**config.mk**
```make
export PLATFORM = sky130hd
export DESIGN_NAME = best_fit_block_allocator
export DESIGN_NICKNAME = d
export VERILOG_FILES = /design/src/rtl/bfa_pkg.sv /design/src/rtl/bfa_fifo.sv /design/src/rtl/bfa_front.sv /design/src/rtl/bfa_back.sv /design/src/rtl/best_fit_block_allocator.sv
export SDC_FILE = /design/constraint.sdc
export NUM_CORES = 1
export LEC_CHECK = 0
export ABC_AREA = 1
export BUFFER_PORTS_ARGS = -buffer_cell sky130_fd_sc_hd__buf_2
export CAP_MARGIN = 20
export CELL_PAD_IN_SITES_DETAIL_PLACEMENT = 1
export CELL_PAD_IN_SITES_GLOBAL_PLACEMENT = 1
export CORE_MARGIN = 3
export CORE_UTILIZATION = 54
export CTS_BUF_LIST = sky130_fd_sc_hd__clkbuf_4
export DETAILED_ROUTE_END_ITERATION = 16
export PLACE_DENSITY = 0.91
export SLEW_MARGIN = 20
export SYNTH_ARGS = -nofsm -noshare
export SYNTH_HDL_FRONTEND = slang
export SYNTH_HIERARCHICAL = 1
export SYNTH_SLANG_ARGS = --single-unit
```
**constraint.sdc**
```tcl
create_clock -name clk_i -period 4.9 [get_ports clk_i]
set_clock_uncertainty 0.1 [all_clocks]
set_input_delay 0.245 -clock clk_i [delete_from_list [all_inputs] [get_ports clk_i]]
set_output_delay 0.245 -clock clk_i [all_outputs]
set_load 0.1 [all_outputs]
```
**src/rtl/bfa_pkg.sv**
```systemverilog
// ----------------------------------------------------------------------------
// Best-fit allocator package
// Shared constants, command codes and the command record passed from the
// front part to the back part through the command queue.
// ----------------------------------------------------------------------------
package bfa_pkg;

  // Defaults for the top-level parameters.
  localparam int unsigned MAX_BLOCKS_DEF = 16;
  localparam int unsigned SIZE_BITS_DEF  = 16;

  // Fixed field widths on the stream ports.
  localparam int unsigned IN_IDX_W   = 4;
  localparam int unsigned IN_SIZE_W  = 16;
  localparam int unsigned IN_DATA_W  = 40;
  localparam int unsigned OUT_DATA_W = 24;

  // Configuration port.
  localparam int unsigned CNT_REG_W  = 5;
  localparam int unsigned APB_ADDR_W = 3;
  localparam int unsigned APB_DATA_W = 32;

  // Depth of the queue between the front and the back part.
  localparam int unsigned QUEUE_DEPTH = 4;

  typedef enum logic {
    REG_BLOCK_COUNT = 1'b0
  } reg_idx_e;

  typedef enum logic {
    CMD_LOAD    = 1'b0,
    CMD_REQUEST = 1'b1
  } cmd_kind_e;

  typedef struct packed {
    cmd_kind_e             kind;
    logic [IN_IDX_W-1:0]   idx;
    logic [IN_SIZE_W-1:0]  value;
  } cmd_t;

endpackage

```
**src/rtl/bfa_fifo.sv**
```systemverilog
// ----------------------------------------------------------------------------
// Best-fit allocator command queue
// Small first-in first-out buffer of commands that decouples the front part
// from the scanning back part.
// ----------------------------------------------------------------------------
module bfa_fifo (
  input  logic          clk_i,
  input  logic          rst_ni,
  input  logic          push_i,
  input  bfa_pkg::cmd_t push_data_i,
  output logic          full_o,
  input  logic          pop_i,
  output logic          valid_o,
  output bfa_pkg::cmd_t pop_data_o
);
  import bfa_pkg::*;

  localparam int unsigned PtrW = (QUEUE_DEPTH > 1) ? $clog2(QUEUE_DEPTH) : 1;
  localparam int unsigned CntW = $clog2(QUEUE_DEPTH + 1);

  cmd_t            slot_q [QUEUE_DEPTH];
  logic [PtrW-1:0] wr_ptr_q, wr_ptr_d;
  logic [PtrW-1:0] rd_ptr_q, rd_ptr_d;
  logic [CntW-1:0] count_q, count_d;
  logic            do_push, do_pop;

  assign full_o     = (count_q == CntW'(QUEUE_DEPTH));
  assign valid_o    = (count_q != '0);
  assign pop_data_o = slot_q[rd_ptr_q];
  assign do_push    = push_i & ~full_o;
  assign do_pop     = pop_i & valid_o;

  always_comb begin
    wr_ptr_d = wr_ptr_q;
    rd_ptr_d = rd_ptr_q;
    count_d  = count_q;
    if (do_push) begin
      wr_ptr_d = (wr_ptr_q == PtrW'(QUEUE_DEPTH - 1)) ? '0 : wr_ptr_q + 1'b1;
    end
    if (do_pop) begin
      rd_ptr_d = (rd_ptr_q == PtrW'(QUEUE_DEPTH - 1)) ? '0 : rd_ptr_q + 1'b1;
    end
    if (do_push && !do_pop) begin
      count_d = count_q + 1'b1;
    end else if (do_pop && !do_push) begin
      count_d = count_q - 1'b1;
    end
  end

  always_ff @(posedge clk_i or negedge rst_ni) begin
    if (!rst_ni) begin
      wr_ptr_q <= '0;
      rd_ptr_q <= '0;
      count_q  <= '0;
    end else begin
      wr_ptr_q <= wr_ptr_d;
      rd_ptr_q <= rd_ptr_d;
      count_q  <= count_d;
    end
  end

  always_ff @(posedge clk_i) begin
    if (do_push) begin
      slot_q[wr_ptr_q] <= push_data_i;
    end
  end

endmodule

```
**src/rtl/bfa_front.sv**
```systemverilog
// ----------------------------------------------------------------------------
// Best-fit allocator front part
// Takes input beats, sorts them into loads and requests, drops loads aimed
// beyond the table and pushes the rest into the command queue.
// ----------------------------------------------------------------------------
module bfa_front #(
  parameter int unsigned MAX_BLOCKS = bfa_pkg::MAX_BLOCKS_DEF
) (
  input  logic                             s_valid_i,
  output logic                             s_ready_o,
  // Fields from bit 0 up: block_index, block_size, request_size, zero pad.
  input  logic [bfa_pkg::IN_DATA_W-1:0]    s_data_i,
  // Field: action.
  input  logic                             s_user_i,
  input  logic                             q_full_i,
  output logic                             q_push_o,
  output bfa_pkg::cmd_t                    q_cmd_o
);
  import bfa_pkg::*;

  logic                 accept;
  logic                 is_request;
  logic                 in_table;
  logic [IN_IDX_W-1:0]  blk_idx;
  logic [IN_SIZE_W-1:0] blk_size;
  logic [IN_SIZE_W-1:0] req_size;

  assign blk_idx    = s_data_i[IN_IDX_W-1:0];
  assign blk_size   = s_data_i[IN_IDX_W +: IN_SIZE_W];
  assign req_size   = s_data_i[IN_IDX_W+IN_SIZE_W +: IN_SIZE_W];
  assign is_request = (cmd_kind_e'(s_user_i) == CMD_REQUEST);
  assign in_table   = (32'(blk_idx) < MAX_BLOCKS);

  assign s_ready_o = ~q_full_i;
  assign accept    = s_valid_i & s_ready_o;

  // A load outside the table is taken from the stream and then forgotten.
  assign q_push_o      = accept & (is_request | in_table);
  assign q_cmd_o.kind  = is_request ? CMD_REQUEST : CMD_LOAD;
  assign q_cmd_o.idx   = blk_idx;
  assign q_cmd_o.value = is_request ? req_size : blk_size;

endmodule

```
**src/rtl/bfa_back.sv**
```systemverilog
// ----------------------------------------------------------------------------
// Best-fit allocator back part
// Holds the size table, writes loads and scans the table one entry per cycle
// for the best-fitting block, zeroes its size if found and presents the result beat.
// ----------------------------------------------------------------------------
module bfa_back #(
  parameter int unsigned MAX_BLOCKS = bfa_pkg::MAX_BLOCKS_DEF,
  parameter int unsigned SIZE_BITS  = bfa_pkg::SIZE_BITS_DEF
) (
  input  logic                              clk_i,
  input  logic                              rst_ni,
  input  logic                              q_valid_i,
  input  bfa_pkg::cmd_t                     q_cmd_i,
  output logic                              q_pop_o,
  input  logic [bfa_pkg::CNT_REG_W-1:0]     block_count_i,
  output logic                              m_valid_o,
  input  logic                              m_ready_i,
  // Fields from bit 0 up: chosen_block, leftover, zero pad.
  output logic [bfa_pkg::OUT_DATA_W-1:0]    m_data_o,
  // Field: found.
  output logic                              m_user_o
);
  import bfa_pkg::*;

  localparam int unsigned IdxW = (MAX_BLOCKS > 1) ? $clog2(MAX_BLOCKS) : 1;
  localparam int unsigned CntW = $clog2(MAX_BLOCKS + 1);

  typedef enum logic [1:0] {
    ST_IDLE = 2'b01,
    ST_SCAN = 2'b10
  } bk_state_e;

  bk_state_e state_q, state_d;

  // Size table with one valid bit per entry; an entry never written reads zero.
  logic [SIZE_BITS-1:0]  mem_q [MAX_BLOCKS];
  logic [MAX_BLOCKS-1:0] valid_q;
  logic [SIZE_BITS-1:0]  rd_data_q;
  logic                  rd_valid_q;
  logic                  wr_en;
  logic [IdxW-1:0]       wr_addr;
  logic [SIZE_BITS-1:0]  wr_data;
  logic [IdxW-1:0]       rd_addr;

  logic [CntW-1:0]       limit;
  logic [CntW-1:0]       ptr_q, ptr_d;
  logic                  pend_q, pend_d;
  logic [IdxW-1:0]       cmp_idx_q, cmp_idx_d;
  logic [SIZE_BITS-1:0]  req_q, req_d;
  logic                  have_q, have_d;
  logic [IdxW-1:0]       best_idx_q, best_idx_d;
  logic [SIZE_BITS-1:0]  best_size_q, best_size_d;
  logic [SIZE_BITS-1:0]  entry;
  logic                  finish;

  logic                  out_valid_q, out_valid_d;
  logic                  out_found_q, out_found_d;
  logic [IN_IDX_W-1:0]   out_block_q, out_block_d;
  logic [IN_SIZE_W-1:0]  out_left_q, out_left_d;

  assign limit   = (32'(block_count_i) > MAX_BLOCKS) ? CntW'(MAX_BLOCKS)
                                                     : CntW'(block_count_i);
  assign rd_addr = ptr_q[IdxW-1:0];
  assign entry   = rd_valid_q ? rd_data_q : '0;
  assign finish  = (state_q == ST_SCAN) && (ptr_q == limit) && !pend_q;

  always_comb begin
    state_d     = state_q;
    ptr_d       = ptr_q;
    pend_d      = 1'b0;
    cmp_idx_d   = cmp_idx_q;
    req_d       = req_q;
    have_d      = have_q;
    best_idx_d  = best_idx_q;
    best_size_d = best_size_q;
    q_pop_o     = 1'b0;
    wr_en       = 1'b0;
    wr_addr     = IdxW'(q_cmd_i.idx);
    wr_data     = SIZE_BITS'(q_cmd_i.value);
    out_valid_d = out_valid_q & ~m_ready_i;
    out_found_d = out_found_q;
    out_block_d = out_block_q;
    out_left_d  = out_left_q;

    unique case (state_q)
      ST_IDLE: begin
        if (q_valid_i) begin
          if (q_cmd_i.kind == CMD_LOAD) begin
            q_pop_o = 1'b1;
            wr_en   = 1'b1;
          end else if (!out_valid_q) begin
            // A request waits until the result register is free.
            q_pop_o = 1'b1;
            req_d   = SIZE_BITS'(q_cmd_i.value);
            have_d  = 1'b0;
            ptr_d   = '0;
            state_d = ST_SCAN;
          end
        end
      end
      ST_SCAN: begin
        if (ptr_q != limit) begin
          pend_d    = 1'b1;
          cmp_idx_d = ptr_q[IdxW-1:0];
          ptr_d     = ptr_q + 1'b1;
        end
        // Strictly smaller replaces the best, so equal sizes keep the lower index.
        if (pend_q && (entry >= req_q) && (!have_q || (best_size_q > entry))) begin
          have_d      = 1'b1;
          best_idx_d  = cmp_idx_q;
          best_size_d = entry;
        end
        if (finish) begin
          out_valid_d = 1'b1;
          out_found_d = have_q;
          out_block_d = have_q ? IN_IDX_W'(best_idx_q) : '0;
          out_left_d  = have_q ? IN_SIZE_W'(best_size_q - req_q) : '0;
          wr_en       = have_q;
          wr_addr     = best_idx_q;
          wr_data     = '0;
          state_d     = ST_IDLE;
        end
      end
      default: begin
        state_d = ST_IDLE;
      end
    endcase
  end

  always_ff @(posedge clk_i or negedge rst_ni) begin
    if (!rst_ni) begin
      state_q     <= ST_IDLE;
      valid_q     <= '0;
      rd_valid_q  <= 1'b0;
      pend_q      <= 1'b0;
      have_q      <= 1'b0;
      ptr_q       <= '0;
      out_valid_q <= 1'b0;
    end else begin
      state_q     <= state_d;
      rd_valid_q  <= valid_q[rd_addr];
      pend_q      <= pend_d;
      have_q      <= have_d;
      ptr_q       <= ptr_d;
      out_valid_q <= out_valid_d;
      if (wr_en) begin
        valid_q[wr_addr] <= 1'b1;
      end
    end
  end

  always_ff @(posedge clk_i) begin
    if (wr_en) begin
      mem_q[wr_addr] <= wr_data;
    end
    rd_data_q   <= mem_q[rd_addr];
    cmp_idx_q   <= cmp_idx_d;
    req_q       <= req_d;
    best_idx_q  <= best_idx_d;
    best_size_q <= best_size_d;
    out_found_q <= out_found_d;
    out_block_q <= out_block_d;
    out_left_q  <= out_left_d;
  end

  assign m_valid_o = out_valid_q;
  assign m_user_o  = out_found_q;
  assign m_data_o  = {{(OUT_DATA_W - IN_IDX_W - IN_SIZE_W){1'b0}}, out_left_q, out_block_q};

  a_ptr_bound : assert property (@(posedge clk_i) disable iff (!rst_ni)
    (state_q == ST_SCAN) |-> (ptr_q <= limit))
    else $error("scan pointer ran past the block count");

  a_req_needs_free_out : assert property (@(posedge clk_i) disable iff (!rst_ni)
    (q_pop_o && (q_cmd_i.kind == CMD_REQUEST)) |-> !out_valid_q)
    else $error("request started while a result still waits");

  a_best_fits : assert property (@(posedge clk_i) disable iff (!rst_ni)
    ((state_q == ST_SCAN) && have_q) |-> (best_size_q >= req_q))
    else $error("chosen block is smaller than the request");

  a_idle_no_compare : assert property (@(posedge clk_i) disable iff (!rst_ni)
    (state_q == ST_IDLE) |-> !pend_q)
    else $error("compare pending outside a scan");

endmodule

```
**src/rtl/best_fit_block_allocator.sv**
```systemverilog
// ----------------------------------------------------------------------------
// Best-fit block allocator
// Input beats are taken one per cycle while the four-entry command queue has room.
// A load is written into the table when the idle back part pops it from the queue.
// A request makes the back part scan the first min(block_count, MAX_BLOCKS)
// entries of the table memory one entry per cycle; the result beat is presented
// when that scan ends.
// Reset clears every table valid bit at once, so all sizes read zero.
// ----------------------------------------------------------------------------
module best_fit_block_allocator #(
  parameter int unsigned MAX_BLOCKS = bfa_pkg::MAX_BLOCKS_DEF,
  parameter int unsigned SIZE_BITS  = bfa_pkg::SIZE_BITS_DEF
) (
  input  logic                             clk_i,
  input  logic                             rst_ni,
  input  logic                             s_axis_tvalid,
  output logic                             s_axis_tready,
  // Fields from bit 0 up: block_index, block_size, request_size, zero pad.
  input  logic [bfa_pkg::IN_DATA_W-1:0]    s_axis_tdata,
  // Field: action.
  input  logic                             s_axis_tuser,
  output logic                             m_axis_tvalid,
  input  logic                             m_axis_tready,
  // Fields from bit 0 up: chosen_block, leftover, zero pad.
  output logic [bfa_pkg::OUT_DATA_W-1:0]   m_axis_tdata,
  // Field: found.
  output logic                             m_axis_tuser,
  input  logic                             psel,
  input  logic                             penable,
  input  logic                             pwrite,
  input  logic [bfa_pkg::APB_ADDR_W-1:0]   paddr,
  input  logic [bfa_pkg::APB_DATA_W-1:0]   pwdata,
  output logic [bfa_pkg::APB_DATA_W-1:0]   prdata,
  output logic                             pready
);
  import bfa_pkg::*;

  logic [CNT_REG_W-1:0] block_count_q;
  logic                 cfg_write;
  reg_idx_e             reg_sel;
  logic                 q_full;
  logic                 q_push;
  logic                 q_pop;
  logic                 q_valid;
  cmd_t                 push_cmd;
  cmd_t                 head_cmd;

  // Registers sit on 32-bit words, so the word index starts at bit 2.
  assign reg_sel   = reg_idx_e'(paddr[2]);
  assign pready    = 1'b1;
  assign cfg_write = psel & penable & pwrite & pready;

  always_ff @(posedge clk_i or negedge rst_ni) begin
    if (!rst_ni) begin
      block_count_q <= '0;
    end else if (cfg_write) begin
      unique case (reg_sel)
        REG_BLOCK_COUNT: block_count_q <= pwdata[CNT_REG_W-1:0];
        default: ;
      endcase
    end
  end

  always_comb begin
    unique case (reg_sel)
      REG_BLOCK_COUNT: prdata = APB_DATA_W'(block_count_q);
      default:         prdata = '0;
    endcase
  end

  bfa_front #(
    .MAX_BLOCKS (MAX_BLOCKS)
  ) u_front (
    .s_valid_i (s_axis_tvalid),
    .s_ready_o (s_axis_tready),
    .s_data_i  (s_axis_tdata),
    .s_user_i  (s_axis_tuser),
    .q_full_i  (q_full),
    .q_push_o  (q_push),
    .q_cmd_o   (push_cmd)
  );

  bfa_fifo u_queue (
    .clk_i       (clk_i),
    .rst_ni      (rst_ni),
    .push_i      (q_push),
    .push_data_i (push_cmd),
    .full_o      (q_full),
    .pop_i       (q_pop),
    .valid_o     (q_valid),
    .pop_data_o  (head_cmd)
  );

  bfa_back #(
    .MAX_BLOCKS (MAX_BLOCKS),
    .SIZE_BITS  (SIZE_BITS)
  ) u_back (
    .clk_i         (clk_i),
    .rst_ni        (rst_ni),
    .q_valid_i     (q_valid),
    .q_cmd_i       (head_cmd),
    .q_pop_o       (q_pop),
    .block_count_i (block_count_q),
    .m_valid_o     (m_axis_tvalid),
    .m_ready_i     (m_axis_tready),
    .m_data_o      (m_axis_tdata),
    .m_user_o      (m_axis_tuser)
  );

endmodule
```
-- Yosys cells after proc, flatten, opt, wreduce, memory -nomap -nowiden
Memories as Yosys holds them, arrays and structs flattened. A register that Yosys moved wholly into a read port is not among the register bits.
Cells that the tools add are included.
- bits in registers: 100
- output and inout bits: 60
- memories: 2
- RAM bits: 340
- input bits: 83
- memory list (name ; depth ; width ; rd ports ; clocked after memory_dff ; write ports ; RTL line ; source):
    u_back.mem_q ; 16 ; 16 ; 1 ; 1 ; 1 ; bfa_back.sv:36 ; logic [SIZE_BITS-1:0] mem_q [MAX_BLOCKS];
    u_queue.slot_q ; 4 ; 21 ; 1 ; 0 ; 1 ; bfa_fifo.sv:21 ; cmd_t slot_q [QUEUE_DEPTH];
- bitwise gates (word level): 11
- reductions and logical operators: 23
- mux-type cells: 48
- $add $sub $neg: 6
- equal/unequal tests: 13
- order comparisons: 6
- operators by type and width (kind ; number):
    16-bit 2-to-1 mux ; 4
    5-bit 2-to-1 mux ; 6
    1-bit 2-to-1 mux ; 22
    16-bit greater-or-equal comparator ; 1
    16-bit greater-than comparator ; 1
    16-bit bitwise OR ; 1
    16-bit subtractor ; 1
    2-bit 2-to-1 mux ; 6
    4-bit by 5-bit < comparator with 1-bit output (second input constant) ; 2
    5-bit one-hot mux with 2 select lines ; 1
    5-bit AND reduction ; 2
    4-bit 2-to-1 mux ; 2
    2-bit != test (second input constant) ; 4
    2-bit AND reduction ; 4
    4-bit AND reduction ; 2
    1-bit logical AND ; 7
    1-bit AND ; 6
    2-bit equality test (second input constant) ; 3
    3-bit 2-to-1 mux ; 2
    5-bit by 1-bit adder with 5-bit output (second input constant) ; 1
    5-bit equality test ; 1
    5-bit greater-than comparator (second input constant) ; 1
    5-bit != test ; 1
    2-bit by 1-bit adder with 2-bit output (second input constant) ; 2
    15 further kinds ; 24

-- Depth between registers and ports, before layout
Gate-level depths: netlist of run 1.
- depth in word-level cells: 12
- depth in mapped cells: 16
- depth with buffers taken out: 14

-- Hierarchy
Netlist of run 1, hierarchy kept.
- by module, submodules not included (module ; cells each ; times used ; seq. area each (um^2) ; area each (um^2)):
    bfa_back ; 1369 ; 1 ; 10516.3 ; 15512.4
    bfa_fifo ; 305 ; 1 ; 2697.6 ; 3961.3
    best_fit_block_allocator ; 65 ; 1 ; 125.1 ; 476.7
    bfa_front ; 60 ; 1 ; 0.0 ; 292.8

-- Worst setup path after synthesis of run 1
No wires, ideal clock.
- path kind: register -> register
- start: reg u_back.rd_valid_q
- end: reg u_back.best_idx_q[0] (enable)
- data required time: 4403 ps
- arrival: 2568 ps
- stages on the path, launching flop included: 15
- library setup time: 397 ps
- path slack: 1835 ps
- path through: dfrtp_1 clkbuf_1 clkbuf_1 nand2_1 ha_1 nand2_1 nor2_1 nand2_1 nand2_1 nand2_1 nand2_1 nand2_1 nand2_1 nand2_1 nor2_1
- word-level cells in the longest chain between the ends: 5
- elaborated cells on any way between the ends: 7
- those cells by class: order compare: 2; mux: 1; reduce/logical: 4
- ends and longest elaborated chain (item ; RTL line ; source):
    start: declaration ; bfa_back.sv:39 ; logic rd_valid_q;
    start signal: assignment ; bfa_back.sv:141 ; rd_valid_q <= valid_q[rd_addr];
    16-bit 2-to-1 mux (*) ; bfa_back.sv:64 ; assign entry = rd_valid_q ? rd_data_q : '0;
    16-bit greater-or-equal comparator or 16-bit greater-than comparator (tied branches) ; bfa_back.sv:108 ; if (pend_q && (entry >= req_q) && (!have_q || (best_size_q > entry))) begin
    1-bit logical AND or 1-bit logical OR (tied branches) ; bfa_back.sv:108 ;
    1-bit logical AND (*) ; bfa_back.sv:108 ;
    2-bit AND reduction (no line) (*) ; n/a ;
    end signal: assignment ; bfa_back.sv:159 ; best_idx_q <= best_idx_d;
    end: declaration ; bfa_back.sv:51 ; logic [IdxW-1:0] best_idx_q, best_idx_d;
Mark *: on every way between the ends. The rest lies on a longest branch, timed or not.
A chain may end at the register's enable or synchronous reset.

-- Worst setup path after layout of run 1
- start: reg u_back.ptr_q[2]
- end: mem u_back/mem_q[1][10] (netlist name) (enable)
- word-level cells in the longest chain between the ends: 7
- elaborated cells on any way between the ends: 9
- those cells by class: eq/ne: 1; mux: 6; reduce/logical: 2
- ends and longest elaborated chain (item ; RTL line ; source):
    start: declaration ; bfa_back.sv:46 ; logic [CntW-1:0] ptr_q, ptr_d;
    start signal: assignment ; bfa_back.sv:144 ; ptr_q <= ptr_d;
    5-bit equality test (*) ; bfa_back.sv:65 ; assign finish = (state_q == ST_SCAN) && (ptr_q == limit) && !pend_q;
    1-bit logical AND (*) (2 in a row) ; bfa_back.sv:65 ;
    1-bit 2-to-1 mux ; bfa_back.sv:113 ; if (finish) begin
    1-bit one-hot mux with 2 select lines ; bfa_back.sv:85 ; unique case (state_q)
    1-bit 2-to-1 mux ; bfa_back.sv:153 ; if (wr_en) begin
    1-bit 2-to-1 mux (implied by the code) ; bfa_back.sv:154 ; mem_q[wr_addr] <= wr_data;
    end: declaration ; bfa_back.sv:36 ;
Marked as above.

==> flow_summary.yaml, run 1 <==
worst_setup_path:
  cp.arrival_ns: 4.75
  path_cells: "nor2_4 > nand4_1 > nand2_2 > nand3_4 > nand2_1 > nand2_1 > nor2_1 > nand3_1 > inv_1"
  critical_path_class: "flop to flop"
  worst-path-stages: 9
  slowest_delay_ns: 0.81
  cp_slowest_cell: "inv_1"
  worst-path-max-fanout: 27
  worstRegToRegCells: 9
  start_kind: "flop"
  crit_required_ns: 5.22
  endpoint_kind: "flop"
  path_delay_family: "simple AND/OR/NAND/NOR gates"
  cp_num_buf_inv: 1
  path_common_cell: "nand2_1"
  r2r_setup_slack_ns: 0.48
die:
  io_pins: 143
  coreArea_um2: 36790
  dieArea_um2: 39850
  rows: 70
  initial_utilization_pct: 55.03
  fp.dieW_um: 199.6
  die_y_um: 199.6
place:
  placement.io_buffers: 77
  gp_congestion: 0.8478
  dp_hpwl_mm: 37.15
  place_area_um2: 20780
sta:
  worst_pin_slew_ns: 1.166
  report.final.slew_viol_count: 0
  finalHoldViolCount: 0
  fin_tns_setup_ns: 0
  rsz0062_at_grt: "false"
  max-slew-margin-rel_pct: 22.26
  fmax_mhz: 226.1
  finalCritPeriodShare_pct: 90.25
  period_needed_ns: 4.422
  finalSetupViolations: 0
route:
  vias_per_cell: 6.381
  firstDrtPassIters: 6
  drcViolationCount: 0
  detail-route-antenna-nets: 0
  vias: 16300
  first_iter_violations: 2039
  wl_mm: 75.04
  wl_per_cell_um: 29.37
logic_synthesis:
  syn_area_um2: 20240
  synthCells: 1799
  yosysWarningCount: 6
  synth_top_area_cell: "edfxtp_1"
  syn_area_per_cell_um2: 11.25
  async_flop_share_pct: 8.553
  seq_area_frac_synth_pct: 65.89
  yosysMostFrequentCell: "edfxtp_1"
  synth_cell_type_count: 51
  yosysTopAreaCellShare_pct: 59.48
  synth_area_leaders: "edfxtp_1 (59%), nand2_1 (5.9%), dfrtp_1 (4.7%)"
  ys_ff_latch: 456
  synthTopCellsByCount: "edfxtp_1 (401), nand2_1 (318), inv_1 (206)"
  ys.flop_type: "edfxtp_1"
  synth_edf_count: 401
cts:
  cts_made_buffers: 112
  cts_tree: "yes"
  clockRootBuffer: "clkbuf_4"
  clk_latency_ns: 0.90
  clk_pin_slew_ns: 0.09
  cts_sinks: 456
  post_cts_buffers: 0
  htreeDepth: 3
  clock_path_buffers: 3
grt:
  grt_pass1_wl_mm: 110.2
  grt_antenna_before_repair: 4
  grt_pass1_vias: 17720
  grtUsageTotal_pct: 37.84
  grt_overflow: 0
  grt_max_degree: 109
pwr:
  power.internal_uw: 8003
  power_switching_uw: 5756
  ir_drop_mv: 0.4687
  leakage_uw: 0.009554
  powerDensity_nw_per_um2: 600.2
  clkPwrFrac_pct: 25.0
  share_comb_of_total_power_pct: 33.0
  power_frac_seq_pct: 42.0
  p_sw_share_pct: 41.84
min_path:
  hold_path_depth: 3
  hold_path.class: "primary input to flop"
outcome:
  status: "completed"
cells_and_area:
  drive_gt1_share_pct: 17.05
  nNetsFinal: 2133
  areaGrowthSynthToFinish_pct: 13.23
  fin_area_um2: 22920
job:
  maxCapViolCount: 0
## sequential cells by signal, indices dropped and copies added, names as in the netlist, 2 cells and up
name and cells:
u_queue/slot_q 84, u_back/best_idx_q 4, u_queue/count_q 3, u_back/req_q 16, u_queue/wr_ptr_q 2, u_back/rd_data_q 16, u_back/out_left_q 16, u_back/cmp_idx_q 4
u_queue/rd_ptr_q 2, u_back/state_q 2, u_back/out_block_q 4, u_back/valid_q 16, u_back/mem_q 256, block_count_q 5, u_back/best_size_q 16, u_back/ptr_q 5
## metal layers
metal	wire length (µm)	GRT usage (%)	vias to the layer above
met5	13	0	-
met4	6535	28.51	2
met3	7101	9.290	446
met2	36590	62.84	1318
met1	24800	42.28	7954
li1	-	-	6584
## cell usage in the layout (no fill, tap or decap), types with 4 or more instances in the layout
cell,count
nand3_1,39
inv_1,206
nand4_1,30
clkinv_1,30
edfxtp_1,401
nand2_2,30
diode_2,5
o21ai_0,160
nor2_2,10
dfxtp_1,16
o22ai_1,64
ha_1,56
dlygate4sd3_1,67
o211ai_1,22
nor2_1,169
o211ai_2,21
dfrtp_1,35
buf_4,18
nand2_1,318
clkbuf_4,170
inv_2,8
conb_1,32
buf_2,77
a21oi_1,56
clkinv_2,4
## final cells by class
type                            count  area [µm²]
Clock inverter                     34       157.7
Fill cell                        3844       13860
Clock buffer                      170        1276
Timing Repair Buffer              163        1211
Tap cell                          468       585.6
Multi-Input combinational cell   1043        5514
Inverter                          216       817.0
Sequential cell                   456       13350
Antenna cell                        5       12.51
## worst register-to-register path, delay by kind of cell (launching register included)
family	cells	cell delay [ns]
buffers and inverters	1	0.81
flip-flops	1	0.54
AND/OR/NAND/NOR	8	2.51
## through the flow
stage	total power, µW	cells	setup WS, ns	utilization, %	hold WS, ns
after CTS	13150	2549	0.8055	62.22	0.05327
after floorplan	8282	1828	1.835	-	-0.1506
after global placement	9170	2278	1.284	56.50	0.3052
final	13760	2555	0.4779	62.31	0.08333
after global routing	14170	2555	0.4059	62.31	0.01861
after detailed placement	9619	2278	0.9723	56.50	0.3102
## repair_timing
item	in CTS	in global routing
setup endpoints to repair	0	0
hold buffers	67	0
endpoints found under the hold margin	131	0
gates resized for setup	0	0
## final timing paths
| check | from | to |
|---|---|---|
| max in group asynchronous | rst_ni | u_back/valid_q[10] |
| worst max register to register | u_back/ptr_q[2] | u_back/mem_q[1][10] |
| worst min-delay path | m_axis_tready | u_back/m_valid_o |
| min in group asynchronous | rst_ni | u_queue/rd_ptr_q[0] |
| worst min register to register | u_back/cmp_idx_q[1] | u_back/best_idx_q[1] |
| worst max-delay path | u_back/ptr_q[2] | u_back/mem_q[1][10] |
## kinds of logic (layout without fill, tap and decap cells)
group	after synthesis	after routing	synth area share [%]
AO/OA/AOI/OAI	340	340	10.07
XOR/XNOR	2	2	0.08655
flip-flops	456	456	65.89
AND/OR/NAND/NOR	611	611	12.76
adder cells (fa/ha/maj)	58	58	3.659
other	3	37	0.05562
buffers and inverters	329	583	7.466
## power groups by stage
stage | Sequential, µW | Combinational [µW] | Clock [µW]
2_1_floorplan | 5610 | 2670 | 0
3_3_place_gp | 5750 | 3420 | 0
3_5_place_dp | 5820 | 3800 | 0
4_1_cts | 5760 | 4100 | 3290
5_1_grt | 5790 | 4740 | 3640
6_report | 5780 | 4540 | 3430
Power figures use the tool's default switching activity.
==> inputs of run 2 (changes only) <==
==> constraint.sdc (replaced) <==
create_clock -name clk_i -period 4.9 [get_ports clk_i]
set_clock_uncertainty 0.1 [all_clocks]
set_input_delay 0.735 -clock clk_i [delete_from_list [all_inputs] [get_ports clk_i]]
set_output_delay 0.735 -clock clk_i [all_outputs]
set_load 0.1 [all_outputs]
==> flow_summary.yaml, run 2 (synthesis gave the netlist of run 1 again) <==
route:
  firstDrtPassIters: 5
  vias_per_cell: 6.095
  wl_mm: 63.50
  first_iter_violations: 1583
  detail-route-antenna-nets: 0
  vias: 15150
  drcViolationCount: 0
  wl_per_cell_um: 25.54
cells_and_area:
  reg.largest.list: "u_back/mem_q: 256 flops, u_queue/slot_q: 84 flops"
  areaGrowthSynthToFinish_pct: 10.04
  drive_gt1_share_pct: 17.70
  fin_area_um2: 22280
  final_core_util_pct: 60.56
  top_register: "u_back/mem_q"
  nNetsFinal: 2071
  layout_commonest_cell: "edfxtp_1"
  layout_common_cells: "edfxtp_1 (401), nand2_1 (318), inv_1 (206)"
  largest_reg_flops: 256
die:
  die_y_um: 199.6
  dieArea_um2: 39850
  coreArea_um2: 36790
  fp.dieW_um: 199.6
  io_pins: 143
  rows: 70
  initial_utilization_pct: 55.03
grt:
  grt_overflow: 0
  grt_pass1_wl_mm: 96.08
  grtUsageTotal_pct: 32.30
  grt_pass1_vias: 16400
  grt_antenna_before_repair: 2
  grt_max_degree: 88
sta:
  fin_tns_setup_ns: 0
  max-slew-margin-rel_pct: 26.18
  finalCritPeriodShare_pct: 86.65
  worst_pin_slew_ns: 1.106
  fmax_mhz: 235.5
  finalSetupViolations: 0
  finalHoldViolCount: 0
  report.final.slew_viol_count: 0
  period_needed_ns: 4.246
  rsz0062_at_grt: "false"
cts:
  htreeDepth: 3
  clk_pin_slew_ns: 0.07
  post_cts_buffers: 0
  cts_tree: "yes"
  clk_latency_ns: 0.82
  clock_path_buffers: 3
  clockRootBuffer: "clkbuf_4"
  cts_hold_buffers: 7
  cts_made_buffers: 112
  cts_resized: 0
  cts_sinks: 456
worst_setup_path:
  start_kind: "flop"
  crit_required_ns: 5.18
  endpoint_kind: "flop"
  r2r_setup_slack_ns: 0.65
  cp.arrival_ns: 4.52
  critical_path_class: "flop to flop"
  worst-path-max-fanout: 27
pwr:
  powerDensity_nw_per_um2: 590.5
  leakage_uw: 0.009306
  ir_drop_mv: 0.4939
place:
  dp_hpwl_mm: 36.87
  place_area_um2: 20780
  gp_congestion: 0.8852
  placement.io_buffers: 77
job:
  maxCapViolCount: 0
outcome:
  status: "completed"
min_path:
  hold_path.class: "primary input to flop"
==> run 2: cell types whose count changed in the layout (fill, tap and decap cells not counted), moves of 3 or more <==
cell,before,now
clkinv_1,30,23
clkbuf_4,170,167
clkinv_2,4,9
dlygate4sd3_1,67,7
diode_2,5,1
==> run 2: metal layers <==
layer / GRT usage [%] / vias to the layer above / share of wire (%)
li1: - / 6466 / -
met1: 37.71 / 7446 / 36
met2: 54.52 / 980 / 50
met3: 7.199 / 259 / 8.1
met4: 20.03 / 2 / 6.5
met5: 0 / - / 0.017
==> run 2: final cells by class <==
class                           instances  area (µm²)
Timing Repair Buffer                  101       583.1
Multi-Input combinational cell       1043        5519
Clock inverter                         34       167.7
Tap cell                              468       585.6
Clock buffer                          167        1254
Inverter                              216       817.0
Antenna cell                            1       2.502
Sequential cell                       456       13350
Fill cell                            3861       14510
==> run 2: path summary, 6_finish.rpt <==
check / depth (start not counted) / endpoint / from
setup / recovery: 9 / u_back/mem_q[13][10] / u_back/ptr_q[2]
hold / removal: 3 / block_count_q[2] / pwdata[2]
setup reg to reg: 9 / u_back/mem_q[13][10] / u_back/ptr_q[2]
hold reg to reg: 0 / u_back/best_idx_q[0] / u_back/cmp_idx_q[0]
max in group asynchronous: 2 / u_back/ptr_q[0] / rst_ni
min in group asynchronous: 2 / block_count_q[0] / rst_ni
==> run 2: critical path: stages (launching register included) <==
cell and delay (ns):
dfrtp_1 0.53, nor2_4 0.59, nand4_1 0.26, nand2_2 0.32, nand3_4 0.36, nand2_1 0.24
nand2_1 0.13, nor2_1 0.21, nand3_1 0.19, inv_1 0.85
==> run 2: power by group <==
| group | switching [µW] | internal (µW) |
|---|---|---|
| clock | 1620 | 1610 |
| sequential | 430 | 5360 |
| combinational | 3190 | 948 |
| total | 5230 | 7920 |
==> run 2: stage by stage <==
| step | hold slack (ns) | std cells | setup slack [ns] | total power, µW |
|---|---|---|---|---|
| after global placement | 0.3065 | 2277 | 1.340 | 9139 |
| after detailed placement | 0.3134 | 2277 | 1.043 | 9623 |
| after floorplan | 0.3003 | 1828 | 1.835 | 8282 |
| final | 0.07733 | 2486 | 0.6541 | 13150 |
| after global routing | 0.02411 | 2486 | 0.5737 | 13720 |
| after CTS | 0.003852 | 2485 | 0.7591 | 13070 |
